### src/rtl/mfr_pkg.sv
`default_nettype none
// ---------------------------------------------------------------------------
// mfr_pkg
// Types and codes shared by the command front end and the drawing engine.
// ---------------------------------------------------------------------------
package mfr_pkg;

	localparam logic [2:0] ACT_CLEAR   = 3'd0;
	localparam logic [2:0] ACT_LINE    = 3'd1;
	localparam logic [2:0] ACT_OUTLINE = 3'd2;
	localparam logic [2:0] ACT_FILL    = 3'd3;
	localparam logic [2:0] ACT_GLYPH   = 3'd4;
	localparam logic [2:0] ACT_READ    = 3'd5;

	localparam logic [7:0] BYTE_WHITE = 8'hFF;
	localparam logic [7:0] BIT_LEFT   = 8'h80;

	// Internal coordinate: wide enough for origin plus size without wrapping.
	typedef logic signed [13:0] crd_t;

	typedef enum logic [2:0] {
		K_NOP,
		K_CLEAR,
		K_LINE,
		K_OUTLINE,
		K_FILL,
		K_GLYPH,
		K_READ
	} kind_t;

	typedef struct packed {
		kind_t              kind;
		logic signed [11:0] ax;
		logic signed [11:0] ay;
		logic signed [11:0] bx;
		logic signed [11:0] by;
		logic [12:0]        dx;
		logic signed [13:0] ndy;
		logic               stx_neg;
		logic               sty_neg;
		logic [34:0]        bits;
		logic [7:0]         scale;
		logic [13:0]        addr;
	} cmd_t;

endpackage
`default_nettype wire

### src/rtl/mfr_front.sv
`default_nettype none
// ---------------------------------------------------------------------------
// mfr_front
// Accepts drawing requests, classifies them and holds them in a two-entry
// queue until the engine takes them.
// ---------------------------------------------------------------------------
module mfr_front #(
	parameter int STORE_BYTES = 15000
) (
	input  wire                 clk,
	input  wire                 arst_n,
	input  wire                 push,
	output logic                full,
	input  wire  [2:0]          action,
	input  wire  signed [11:0]  first_x,
	input  wire  signed [11:0]  first_y,
	input  wire  signed [11:0]  second_x,
	input  wire  signed [11:0]  second_y,
	input  wire  [34:0]         glyph_bits,
	input  wire  [7:0]          glyph_scale,
	input  wire  [13:0]         read_address,
	input  wire                 init_busy,
	output logic                q_valid,
	output mfr_pkg::cmd_t       q_cmd,
	input  wire                 q_take
);
	import mfr_pkg::*;

	cmd_t              ent_q [2];
	logic              wptr_q, rptr_q;
	logic [1:0]        cnt_q;
	cmd_t              cls;
	logic signed [12:0] dxs, dys;
	logic              acc;

	always_comb begin
		dxs = 13'(second_x) - 13'(first_x);
		dys = 13'(second_y) - 13'(first_y);
		cls.ax      = first_x;
		cls.ay      = first_y;
		cls.bx      = second_x;
		cls.by      = second_y;
		cls.dx      = (dxs < 0) ? 13'(-dxs) : 13'(dxs);
		cls.ndy     = (dys < 0) ? 14'(dys) : -14'(dys);
		cls.stx_neg = !(first_x < second_x);
		cls.sty_neg = !(first_y < second_y);
		cls.bits    = glyph_bits;
		cls.scale   = glyph_scale;
		cls.addr    = read_address;
		case (action)
			ACT_CLEAR:   cls.kind = K_CLEAR;
			ACT_LINE:    cls.kind = K_LINE;
			ACT_OUTLINE: cls.kind = (second_x > 0 && second_y > 0) ? K_OUTLINE : K_NOP;
			ACT_FILL:    cls.kind = (second_x > 0 && second_y > 0) ? K_FILL : K_NOP;
			ACT_GLYPH:   cls.kind = (glyph_scale != 8'd0) ? K_GLYPH : K_NOP;
			ACT_READ:    cls.kind = (32'(read_address) < STORE_BYTES) ? K_READ : K_NOP;
			default:     cls.kind = K_NOP;
		endcase
	end

	assign full    = (cnt_q == 2'd2) || init_busy;
	assign acc     = push && !full;
	assign q_valid = (cnt_q != 2'd0);
	assign q_cmd   = ent_q[rptr_q];

	always_ff @(posedge clk) begin
		if (acc) begin
			ent_q[wptr_q] <= cls;
		end
	end

	always_ff @(posedge clk or negedge arst_n) begin
		if (!arst_n) begin
			wptr_q <= 1'b0;
			rptr_q <= 1'b0;
			cnt_q  <= 2'd0;
		end else begin
			if (acc) begin
				wptr_q <= !wptr_q;
			end
			if (q_take) begin
				rptr_q <= !rptr_q;
			end
			cnt_q <= cnt_q + 2'(acc) - 2'(q_take);
		end
	end

	assert property (@(posedge clk) disable iff (!arst_n) q_take |-> cnt_q != 2'd0)
		else $error("engine took a request from an empty queue");
	assert property (@(posedge clk) disable iff (!arst_n) cnt_q != 2'd3)
		else $error("request queue count overflow");
	assert property (@(posedge clk) disable iff (!arst_n)
		(acc && !q_take) |=> cnt_q == $past(cnt_q) + 2'd1)
		else $error("queue count did not follow an accepted request");
endmodule
`default_nettype wire

### config.mk
export PLATFORM = sky130hd
export DESIGN_NAME = mfr_front
export DESIGN_NICKNAME = d
export VERILOG_FILES = /design/src/rtl/mfr_pkg.sv /design/src/rtl/mfr_front.sv
export SDC_FILE = /design/constraint.sdc
export NUM_CORES = 1
export LEC_CHECK = 0
export BUFFER_PORTS_ARGS = -buffer_cell sky130_fd_sc_hd__buf_4
export CAP_MARGIN = 5
export CORE_MARGIN = 8
export CORE_UTILIZATION = 35
export DETAILED_ROUTE_END_ITERATION = 10
export SLEW_MARGIN = 0
export SYNTH_ARGS = -nofsm -noshare
export SYNTH_HDL_FRONTEND = slang
export SYNTH_SLANG_ARGS = --single-unit
### constraint.sdc
create_clock -name clk -period 7.85 [get_ports clk]
set_input_delay 0.3925 -clock clk [delete_from_list [all_inputs] [get_ports clk]]
set_output_delay 0.3925 -clock clk [all_outputs]
set_load 0.01 [all_outputs]
### Word-level counts from Yosys, hierarchy flattened

Memory sizes are Yosys's and may differ from the RTL's.
Index checks and enable logic that the tools add are counted.

* register bits after elaboration: 4
* latch bits: 0
* bits in writable memories: 274
* memory bits (read-only): 0
* bits of input ports: 113
* output and inout port bits: 139
* logic and storage cells: 43
* memories kept: 1

* $add $sub $neg: 6
* multipliers: 0
* divide/modulo/power cells: 0
* $lt $le $gt $ge: 7
* equality and inequality tests: 6
* shift-type cells: 0
* muxes and demuxes: 9
* bitwise logic cells: 0
* reduce and logical (&&, ||, !) cells: 11

Memories
* ent_q: words 2, width 137, read ports 1, clocked after memory_dff 0, write ports 1, RTL line mfr_front.sv:29 `cmd_t ent_q [2];`

Operators with widths (count)
* $lt 13x1->1 const B: 2
* $sub 12x12->13: 2
* $gt 12x1->1 const B: 2
* $lt 12x12->1: 2
* $pmux 3 s6: 1
* $lt 14x14->1 const B: 1
* $mux 14: 1
* $neg 13->14: 1
* $mux 13: 1
* $neg 13->13: 1
* $mux 3: 3
* $reduce_bool 8->1: 1
* $eq 3x2->1 const B: 2
* $eq 3x3->1 const B: 2
* $logic_not 1->1: 5
* $eq 3x1->1 const B: 1
* $logic_not 3->1: 1
* $add 2x1->2: 1
* $eq 2x2->1 const B: 1
* $logic_and 1x1->1: 2
* $mux 1: 2
* $mux 2: 1
* $reduce_bool 2->1: 1
* $sub 2x1->2: 1
* $logic_or 1x1->1: 1

### Longest topological paths before layout

Gate-level depths: netlist (run 1).

* depth in word-level cells: 6
* depth in mapped cells: 12

### Worst setup path before layout (run 1)

OpenSTA, ideal clock, no wires.

* path type: register to register
* start point: reg cnt_q[0]
* end point: mem ent_q[0][0] in the netlist's numbering (enable)
* library setup time: 0.635 ns
* arrival time: 6.390 ns
* required time: 7.215 ns
* slack: 0.825 ns
* cell stages (with the launch flop): 5
* clock period less this slack: 7.025 ns
* cell sequence: dfrtp_1 > inv_1 > a21oi_1 > nand2_1 > nor2_1

* cells in the longest elaborated chain, start to end: 6

RTL lines
* from (decl): RTL line mfr_front.sv:31 `logic [1:0] cnt_q;`
* from (signal assigned): RTL line mfr_front.sv:84 `cnt_q <= cnt_q + 2'(acc) - 2'(q_take);`
* $eq 2x2->1: RTL line mfr_front.sv:61 `assign full = (cnt_q == 2'd2) || init_busy;`
* $logic_or 1x1->1: RTL line mfr_front.sv:61
* $logic_not 1->1: RTL line mfr_front.sv:62 `assign acc = push && !full;`
* $logic_and 1x1->1: RTL line mfr_front.sv:62
* $mux 1: RTL line mfr_front.sv:67 `if (acc) begin`
* $mux 1 (not written as such): RTL line mfr_front.sv:68 `ent_q[wptr_q] <= cls;`
* to (decl): RTL line mfr_front.sv:29

No other way between the ends.

==> metrics.md, run 1 <==
| Metric | Value |
|---|---|
| Synth Register Bits | between 200 and 300 |
| Synth area leaders | edfxtp_1, mux2_2, ha_1, xnor2_1, inv_1 |
| Number of clock sinks | 278 |
| Leak | approximately 5.8 nW |
| Final setup fails | 0 |
| Dominant synthesized flop cell | edfxtp_1 |
| Post-layout min period | about 3600 ps |
| Final hold slack | between 30 and 40 ps |
| Syn-to-layout area delta | 29.0% |
| Crit path cell chain | buf_4 > mux2_2 > buf_4 |
| Max clock buf depth | 3 |
| Critical Path AT | about 3200 ps |
| Ports | 252 |
| Port bufs | 251 |
| GRT busiest layer | met2 |
| FF-to-FF End | ent_q[0][60] |
| Post-Syn Area | ~0.012 mm^2 |
| Slowest CP cell | dfrtp_4 |
| Syn_area_per_cell | 16.3 um^2 |
| Cell count after synthesis | 738 |
| Required time worst endpoint | approximately 7500 ps |
| Critical path's most frequent cell | buf_4 |
| Vias in the first global route | between 7000 and 8000 |
| Worst r2r path cells | 4 |
| Synth Net Count | just under 900 |
| Vias | approximately 7100 |
| Die span in x | between 200 and 250 um |
| First-pass GRT wire length | roughly 44 mm |
| Vias/cell | ~4.7 |
| CTS buffer count | 30 |
| Distinct cell type count after synthesis | 57 |
| Post-synth EDFFs | roughly 270 |
| GRT overflow | 0 |
| Hold Crit Depth | 1 |
| Cell family with most CP delay | flip-flops |
| Slew Limit Fails | 0 |
| Die area | a little over 0.04 mm^2 |
| Sequential share of the synthesized area | roughly 70% |
| Final ANT Viol Nets | 0 |
| Max-cap violations | 0 |
| GR Util met2 | 21.5% |
| Relative slew slack | about 30% |
| DR iter-0 viols | around 350 |
| Top-count cell post-synth | edfxtp_1 |
| Final Hold Viols | 0 |
| Met3 usage in global routing | ~3.3% |
| CP bufs+invs | 2 |
| Initial Utilization | 35.2% |
| Largest net degree at the start of global routing | a little under 80 |
| RR Startpoint | cnt_q[1] |
| Clock-pin slew on the worst setup and hold paths | 60 ps |
| Post-layout util | approximately 45% |
| Die Span Y | 202 um |
| Internal reg-to-reg setup slack | just over 5000 ps |
| # H-tree levels | 1 |
| Min-delay src | read_address[0] |
| Row count | between 60 and 70 |
| CP max stage delay | approximately 1100 ps |
| Clk_lat worst skew | around 540 ps |
| Power per cell area | 305 mW/mm^2 |
| Startpoint Class | register |
| Setup_tns | 0 ps |
| Unrepaired setup endpoints after global routing | no |
| Placer congestion estimate | 0.773 |
| Outcome | finished, final reports clean |
| Drt pass-1 iters | 5 |
| Crit share post-route | between 40% and 50% |
| Total core area | around 0.034 mm^2 |
| Ys async rst share | around 1.4% |
| Top cell type's share of synthesized area | 68.3% |
| Final #Nets | 1164 |
| Routed WL per cell | around 19 um |
| Yosys warns | 0 |
| Synth area leader | edfxtp_1 |
| Worst setup path class | register to output pin |
| Inserted Diodes | 0 |
| List of most frequent post-synthesis cells | edfxtp_1, mux2_2, inv_1 |
| Hold worst-path end | ent_q[0][0] |
| Layout cell share with drive strength beyond 1 | a little over two fifths |
| Measured slew at the worst slew-check pin | 1060 ps |
| CTS tree | done |
| Clock skew | between 8 and 9 ps |
| M1 GR Usage | a little under a fifth |
| CP endpoint kind | output pin |
| Post-cts resize count | 0 |
| Final WL | roughly 28 mm |
| Hold WC Path Type | input pin to register |
| DR DRC count | 0 |
| Root Driver | clkbuf_16 |
| Fillers | 3120 |
| VDD IR-drop max | approximately 0.18 mV |
| GRT Total Usage | between 10% and 20% |
| Critical path fanouts, max | 76 |
| Fmax | between 200 and 300 MHz |
| Dpl hpwl | about 20 mm |
| Antenna violations before repair | 0 |
## placed cells by master (no fill, tap or decap), types with 6 or more instances in the layout
cell,n
edfxtp_1,274
buf_4,256
mux2_2,137
inv_1,38
clkbuf_16,31
ha_1,29
xnor2_1,28
nor2_1,28
a21oi_1,22
dlygate4sd3_1,18
o21ai_0,16
nand2_1,14
xor2_1,14
clkbuf_1,14
nor4_1,8
o21a_1,8
nor3_1,7
a21o_1,7
nand2b_1,6
nand4_1,6
## kinds of logic after synthesis
kind of cell | Yosys count | share of synthesized area, %
DFF | 278 | 69.1
and+or+nand+nor | 97 | 4.28
muxes | 141 | 13.1
adders and majority gates | 31 | 3.34
AOI/OAI and AO/OA | 87 | 4.89
buffers and inverters | 62 | 2.16
xor gates and xnor gates | 42 | 3.05
## state kept, by name, indices dropped and copies added, names as in the netlist
signal,flops
ent_q,274
cnt_q,2
rptr_q,1
wptr_q,1
## stage by stage
step	cell area, um^2	instances	setup slack, ps	power (mW)
after floorplan	12000	738	825	2.84
after global placement	14400	1425	4690	3.49
after detailed placement	14400	1425	4590	3.50
after CTS	15500	1498	4140	4.84
after global routing	15500	1498	4020	4.99
final	15500	1498	4230	4.74
## metal layers
layer	share of wire, %	routed length (um)	vias up
met3	6.0	1700	35
met4	1.7	476	0
li1	-	-	3397
met2	46	13100	185
met5	0	0	-
met1	46	13200	3488
## how the worst max path moves through the flow
stage | start | end | slack, ps | depth (start not counted)
2_1_floorplan | cnt_q[0] | ent_q[0][0] | 820 | 4
3_3_place_gp | first_x[0] | ent_q[0][82] | 4690 | 11
3_5_place_dp | first_x[0] | ent_q[0][82] | 4590 | 11
4_1_cts | rptr_q | q_cmd[125] | 4140 | 3
5_1_grt | rptr_q | q_cmd[125] | 4020 | 3
6_report | rptr_q | q_cmd[125] | 4230 | 3
## report_power, final
group | internal (mW) | switching [mW] | total (mW)
registers | 1.88 | 0.118 | 1.99
clock network | 0.782 | 0.530 | 1.31
logic | 0.749 | 0.690 | 1.44
total | 3.41 | 1.34 | 4.74
## what timing repair did
| item | in CTS | in global routing |
|---|---|---|
| setup buffers | 0 | 0 |
| hold buffers | 18 | 0 |
| endpoints found under the hold margin | 37 | 0 |
## cell type report
type / instances / area, um^2 / share of cell area, %
timing repair buffer: 274 / 2100 / 13.5
sequential: 278 / 8330 / 53.6
tap: 455 / 569 / 3.66
inverter: 38 / 143 / 0.918
clock inverter: 7 / 53.8 / 0.346
multi-input combinational: 398 / 3470 / 22.3
clock buffer: 48 / 870 / 5.60
Note: power is estimated with default switching activity, not from simulation.
==> run 2, diff against run 1 <==
--- a/config.mk
+++ b/config.mk
@@ -5,6 +5,7 @@
 export SDC_FILE = /design/constraint.sdc
 export NUM_CORES = 1
 export LEC_CHECK = 0
+export ABC_AREA = 1
 export BUFFER_PORTS_ARGS = -buffer_cell sky130_fd_sc_hd__buf_4
 export CAP_MARGIN = 5
 export CORE_MARGIN = 8
==> constraint.sdc (replaced) <==
create_clock -name clk -period 2.9 [get_ports clk]
set_input_delay 0.145 -clock clk [delete_from_list [all_inputs] [get_ports clk]]
set_output_delay 0.145 -clock clk [all_outputs]
set_load 0.01 [all_outputs]
==> run 2 against run 1 <==
Compared with the run above:
- cell count rose by 21%
- synthesized cell count up 27%
- die area grew 3.7%
- routed wire length is 11% higher
- hold slack improved by 1.4 ps
- non-clock buffer count rose by 99
- utilization increased by 3.3 points
- count of clock-buffer cells in the layout down 10
- first-iteration DRC count increased by 11%
- critical path depth unchanged
- largest power group unchanged
==> metrics.md, run 2 <==
| Metric | Value |
|---|---|
| Outcome | finished, final reports clean |
| Startpoint Class | register |
| Post-Syn Area | 0.0125 mm^2 (+4.0%) |
| Slew Limit Fails | 0 (unchanged) |
| Final Hold Viols | 0 (unchanged) |
| Top-count cell post-synth | edfxtp_1 |
| Min-delay src | action[0] |
| Pint | 9.55 mW (+180%) |
| Internal reg-to-reg setup slack | 1270 ps (-3880 ps) |
| CP startpoint | rptr_q |
| Total power | 13.5 mW (+180%) |
| Met2 wire length | 15.0 mm (+15%) |
| Crit share post-route | a little over four fifths |
| Wl on met1 | 13.5 mm (+1.9%) |
| CTS buffer count | 31 (+3.3%) |
| Sw power | 3.94 mW (+190%) |
| Max layer used | met5 |
| Vias/cell | 4.65 (-2.1%) |
| Vias | 8427 (+19%) |
| Clock skew | 9.85 ps (+1.01 ps) |
| Number of clock sinks | 278 (unchanged) |
| Measured slew at the worst slew-check pin | 690 ps (-367 ps) |
| Cell count after synthesis | 936 (+27%) |
| Number of flip-flops under the largest register name | 274 (unchanged) |
| Commonest cells after routing, fill and taps aside | edfxtp_1, buf_4, nand2_1 |
| Drt pass-1 iters | 5 (unchanged) |
| CP endpoint kind | output pin |
| Clk_lat worst skew | 560 ps (+20 ps) |
| Synth Register Bits | 278 (unchanged) |
| Yosys warns | 0 (unchanged) |
| Largest net degree at the start of global routing | 81 (+5.2%) |
| Placer congestion estimate | 0.857 (+11%) |
| Post-layout util | 48.7% (+3.3 points) |
| Synth area leader | edfxtp_1 |
| Root Driver | clkbuf_16 |
| List of most frequent post-synthesis cells | edfxtp_1, nand2_1, mux2_2 |
| Port bufs | 251 (unchanged) |
| Unrepaired setup endpoints after global routing | no |
| Post-CTS setup buffer count | 0 (unchanged) |
| Most common cell after layout, fill and taps aside | edfxtp_1 |
| Syn_area_per_cell | 13.4 um^2 (-18%) |
| Dominant synthesized flop cell | edfxtp_1 |
| Final #Nets | 1469 (+26%) |
| GRT Total Usage | 14.8% (+1.3 points) |
| Vias in the first global route | 8857 (+18%) |
| RR Startpoint | cnt_q[1] |
| First-pass GRT wire length | 49.4 mm (+12%) |
| Ports | 252 (unchanged) |
| Final setup fails | 0 (unchanged) |
| Top reg by flops | ent_q |
| Post-synth EDFFs | 274 (unchanged) |
| Dpl hpwl | 22.5 mm (+13%) |
| DR iter-0 viols | 391 (+11%) |
| CTS tree | done |
| Critical Path AT | 2300 ps (-930 ps) |
| Die span in x | 205 um (+1.8%) |
| Worst r2r path cells | 4 (unchanged) |
| Fillers | 3081 (-1.3%) |
| Routed WL per cell | 17.3 um (-8.7%) |
| Distinct cell type count after synthesis | 37 (-35%) |
| Die area | 0.0421 mm^2 (+3.7%) |
| Final ANT Viol Nets | 0 (unchanged) |
| Relative slew slack | 54.0% (+24 points) |
| Net Sw Frac | 29.2% (+1.0 points) |
| Clock-pin slew on the worst setup and hold paths | 60 ps (about the same) |
| Initial Utilization | 35.4% (+0.19 points) |
| Die Span Y | 205 um (+1.8%) |
| Max-cap violations | 0 (unchanged) |
| Hold worst-path end | ent_q[1][134] |
| Synth area leaders | edfxtp_1, mux2_2, nand2_1, inv_1, ha_1 |
| Required time worst endpoint | 2760 ps (-4700 ps) |
| FF-to-FF End | ent_q[0][62] |
| Comb pwr share | 32.6% (+2.3 points) |
| Antenna violations before repair | 4 (+4) |
| Portion of total power attributed to sequential cells | 39.3% (-2.7 points) |
| Final hold slack | 39.3 ps (+1.43 ps) |
| Row count | 69 (+1.5%) |
| Sequential share of the synthesized area | 66.4% (-2.7 points) |
| Critical path fanouts, max | 38 (-50%) |
| Post-layout min period | 2450 ps |
| GRT overflow | 0 (unchanged) |
| DR DRC count | 0 (unchanged) |
| Ys async rst share | 1.44% (unchanged) |
| Fmax | between 400 and 500 MHz |
| Biggest regs | ent_q x274, cnt_q x2 |
| Leak | 7.01 nW (+21%) |
| Clock power share | 28.0% (+0.4 points) |
| Hold Crit Depth | 4 (+3) |
| Synth Net Count | 1080 (+22%) |
| Power per cell area | 783 mW/mm^2 (+160%) |
| WL met3 | 2.28 mm (+34%) |
| Top cell type's share of synthesized area | 65.6% (-2.7 points) |
| Total core area | 0.0354 mm^2 (+3.5%) |
| VDD IR-drop max | 0.512 mV (+180%) |
| Syn-to-layout area delta | 37.5% |
| Layout cell share with drive strength beyond 1 | 36.1% (-6.5 points) |
| Max clock buf depth | 3 (unchanged) |
| Worst setup path class | register to output pin |
| # H-tree levels | 1 (unchanged) |
| Final WL | 31.5 mm (+11%) |
| Hold WC Path Type | input pin to register |
[run 2: cell types whose count changed in the layout (fill, tap and decap cells not counted), sizes merged, moves of 7 or more]
cell / delta
o21a: -8
nor2: +12
a21oi: -9
inv: +81
clkinv: +9
xnor2: -21
dlygate4sd3: +93
clkbuf: -10
nand4: +7
nand2: +168
nand3: +48
[run 2: logic make-up after synthesis]
group | Yosys count | synth area share [%]
simple gates | 309 | 11.2
buf+inv | 134 | 4.28
compound gates | 31 | 1.41
flops | 278 | 66.4
fa+ha+maj | 31 | 3.21
xor+xnor | 16 | 1.18
mux | 137 | 12.3
[run 2: routing by layer]
metal  up-vias  GRT usage, %
met5         -             0
met4         2          3.37
met3        48          3.76
met2       261          25.2
met1      4024          18.7
li1       4092             -
[run 2: power groups by stage]
stage,Combinational [mW],Clock [mW],Sequential [mW]
global placement,4.34,0,5.37
CTS,4.51,3.92,5.32
detailed placement,4.35,0,5.40
global route,4.79,4.06,5.36
floorplan,2.45,0,5.25
finish,4.40,3.78,5.31
[run 2: how the worst max path moves through the flow]
| stage | endpoint | cells after the start |
|---|---|---|
| 2_1_floorplan | ent_q[0][0] | 3 |
| 3_3_place_gp | ent_q[0][79] | 16 |
| 3_5_place_dp | ent_q[0][65] | 13 |
| 4_1_cts | q_cmd[83] | 3 |
| 5_1_grt | q_cmd[83] | 3 |
| 6_report | q_cmd[83] | 3 |
[run 2: area by class of cell]
class | instances | area (um^2) | area share, %
Antenna cell | 3 | 7.51 | 0.0435
Clock buffer | 38 | 852 | 4.94
Clock inverter | 20 | 155 | 0.900
Inverter | 117 | 439 | 2.55
Multi-Input combinational cell | 524 | 3700 | 21.5
Sequential cell | 278 | 8330 | 48.3
Tap cell | 461 | 577 | 3.35
Timing Repair Buffer | 373 | 3180 | 18.4
[run 2: timing repair]
| item | in CTS | in global routing |
|---|---|---|
| gates resized for setup | 0 | 0 |
| hold buffers | 111 | 0 |
| endpoints found under the hold margin | 218 | 0 |
| endpoints found under the setup margin | 0 | 0 |
[run 2: critical path: stages, from the launching register on]
cell and delay [ps]:
dfrtp_4 880, buf_4 300, mux2_2 390, buf_4 160
[run 2: through the flow]
stage	cells	setup TNS, ps	cell area, um^2	setup slack, ps
2_1_floorplan	936	-43970	12600	-170
6_report	1814	0	17200	451
3_3_place_gp	1642	0	15100	636
5_1_grt	1814	0	17200	342
4_1_cts	1811	0	17200	377
3_5_place_dp	1642	0	15100	589
==> run 3, diff against run 2 <==
==> constraint.sdc (replaced) <==
create_clock -name clk -period 2.45 [get_ports clk]
set_input_delay 0.1225 -clock clk [delete_from_list [all_inputs] [get_ports clk]]
set_output_delay 0.1225 -clock clk [all_outputs]
set_load 0.01 [all_outputs]
==> run 3 against run 2 <==
Compared with the run above:
- power rose by 16%
- worst setup slack got worse by 300 ps
- final area fell by 0.65%
- combinational power rose by 19%
- largest cell class unchanged
- largest power group unchanged
==> metrics.md, run 3 (same netlist as run 2, synthesis figures left out) <==
| Metric | Value |
|---|---|
| # H-tree levels | 1 (unchanged) |
| Required time worst endpoint | 2740 ps (-20 ps) |
| Clock-pin slew on the worst setup and hold paths | 60 ps (about the same) |
| Critical path fanouts, max | 4 (-89%) |
| Max-cap violations | 0 (unchanged) |
| Number of flip-flops under the largest register name | 274 (unchanged) |
| Setup_tns | 0 ps (unchanged) |
| Most common cell after layout, fill and taps aside | edfxtp_1 |
| Placed inst area | 0.0151 mm^2 (about the same) |
| VDD IR-drop max | 0.510 mV (-0.38%) |
| Startpoint Class | input pin |
| Root Driver | clkbuf_16 |
| CTS buffer count | 30 (-3.2%) |
| Relative slew slack | 63.2% (+9.2 points) |
| Fillers | 3163 (+2.7%) |
| CP endpoint kind | register |
| Measured slew at the worst slew-check pin | 551 ps (-138 ps) |
| Final #Nets | 1467 (-0.14%) |
| Routed WL per cell | 17.7 um (+2.1%) |
| Port bufs | 251 (unchanged) |
| Slew Limit Fails | 0 (unchanged) |
| Critical Path AT | 2590 ps (+290 ps) |
| DR iter-0 viols | 367 (-6.1%) |
| Critical path's most frequent cell | nand2_1 |
| Syn-to-layout area delta | 36.6% |
| Placer congestion estimate | 0.865 (+0.95%) |
| Number of clock sinks | 278 (unchanged) |
| Final Hold Viols | 0 (unchanged) |
| Ports | 252 (unchanged) |
| Row count | 69 (unchanged) |
| Layout cell share with drive strength beyond 1 | 35.5% (-0.58 points) |
| Largest net degree at the start of global routing | 88 (+8.6%) |
| Post-layout util | 48.4% (-0.32 points) |
| Final instance area | 0.0171 mm^2 (-0.65%) |
| Crit share post-route | a little over nine tenths |
| GRT Total Usage | 14.7% (-0.030 points) |
| Initial Utilization | 35.4% (unchanged) |
| Dpl hpwl | 22.2 mm (-1.2%) |
| CTS tree | done |
| Total core area | 0.0354 mm^2 (unchanged) |
| Final ANT Viol Nets | 0 (unchanged) |
| Worst setup path class | input pin to register |
| Final setup fails | 0 (unchanged) |
| Post-layout min period | ~2300 ps |
| Clock skew | 6.27 ps (-3.58 ps) |
| Leak | 6.93 nW (-1.1%) |
| Worst r2r path cells | 4 (unchanged) |
| Die span in x | 205 um (unchanged) |
| Antenna violations before repair | 2 (-2) |
| Post-CTS setup buffer count | 0 (unchanged) |
| Power per cell area | 913 mW/mm^2 (+17%) |
| Commonest cells after routing, fill and taps aside | edfxtp_1, buf_4, nand2_1 |
| Biggest regs | ent_q x274, cnt_q x2 |
| Die area | 0.0421 mm^2 (unchanged) |
| Pre-CTS setup slack | 165 ps (-424 ps) |
| Hold Crit Depth | 4 (unchanged) |
| GRT overflow | 0 (unchanged) |
| Fmax | 435 MHz |
| Slowest CP cell | dlygate4sd3_1 |
| Final WL | 32.0 mm (+1.7%) |
| Vias | 8430 (+0.036%) |
| Vias/cell | 4.67 (+0.48%) |
| Max clock buf depth | 3 (unchanged) |
| Post-route worst setup slack | 152 ps (-298 ps) |
| CP max stage delay | 560 ps (-320 ps) |
| DR DRC count | 0 (unchanged) |
| First-pass GRT wire length | 49.6 mm (+0.40%) |
| Die Span Y | 205 um (unchanged) |
| Crit path cell chain | dlygate4sd3_1 > buf_4 > ha_1 > fa_1 > inv_1 > nand3_1 > nand2_2 > nand2_1 > nand2_1 > nand2_1 > nand2_1 > nand2_2 > nor2_2 > nand2_1 > nand3_1 > nand2_1 |
| Top reg by flops | ent_q |
| Drt pass-1 iters | 4 (-1) |
| Clk_lat worst skew | 550 ps (about the same) |
| Unrepaired setup endpoints after global routing | no |
| Vias in the first global route | 8908 (+0.58%) |
| Outcome | finished, final reports clean |
| Hold WC Path Type | input pin to register |
[run 3: cell count changes in the layout (fill, tap and decap cells not counted), moves of 2 or more]
cell        before  now
clkbuf_8         5    0
clkinvlp_4       1    3
clkinv_2         7    3
diode_2          3    1
clkbuf_1         2    6
[run 3: final cells by class]
cell class	instances	area, um^2	area share (%)
Antenna cell	1	2.50	0.0146
Clock buffer	36	773	4.51
Clock inverter	17	123	0.716
Inverter	117	439	2.56
Multi-Input combinational cell	524	3710	21.7
Sequential cell	278	8330	48.6
Tap cell	461	577	3.37
Timing Repair Buffer	372	3170	18.5
[run 3: layer usage]
layer,global-route usage [%],vias to the layer above,wire length [um]
met2,25.6,241,15400
met5,0,-,10
li1,-,4077,-
met3,3.61,47,2330
met1,18.4,4063,13600
met4,3.24,2,570
[run 3: final timing paths]
check                      slack [ps]             to       start
setup / recovery                  150   ent_q[1][70]  first_y[0]
hold / removal                     50  ent_q[1][134]   action[0]
setup reg to reg                  650   ent_q[0][54]    cnt_q[1]
hold reg to reg                   520       cnt_q[0]    cnt_q[0]
max in group asynchronous        1790         rptr_q      arst_n
min in group asynchronous         470         rptr_q      arst_n
[run 3: metrics by stage]
stage | power, mW | cells | hold WS (ps)
after detailed placement | 11.5 | 1641 | -77.8
after floorplan | 9.12 | 936 | -173
after CTS | 15.9 | 1805 | 7.85
after global routing | 16.5 | 1806 | 50.5
final | 15.6 | 1806 | 53.9
after global placement | 11.5 | 1641 | -78.5
[run 3: repair_timing]
item	CTS	global route
hold buffers	111	0
gates resized for setup	0	2
endpoints found under the setup margin	0	4
hold endpoints to repair	218	0
[run 3: worst max-delay path, delay by kind of cell]
kind	cells	cell delay (ps)
and+or+nand+nor	11	1050
adders and majority gates	2	610
buffers and inverters	3	800
[run 3: report_power, final]
group	leakage, nW	internal (mW)	switching [mW]	total [mW]
sequential	2.55	6.00	0.237	6.23
clock	0.427	2.34	1.82	4.16
combinational	3.95	2.64	2.61	5.25
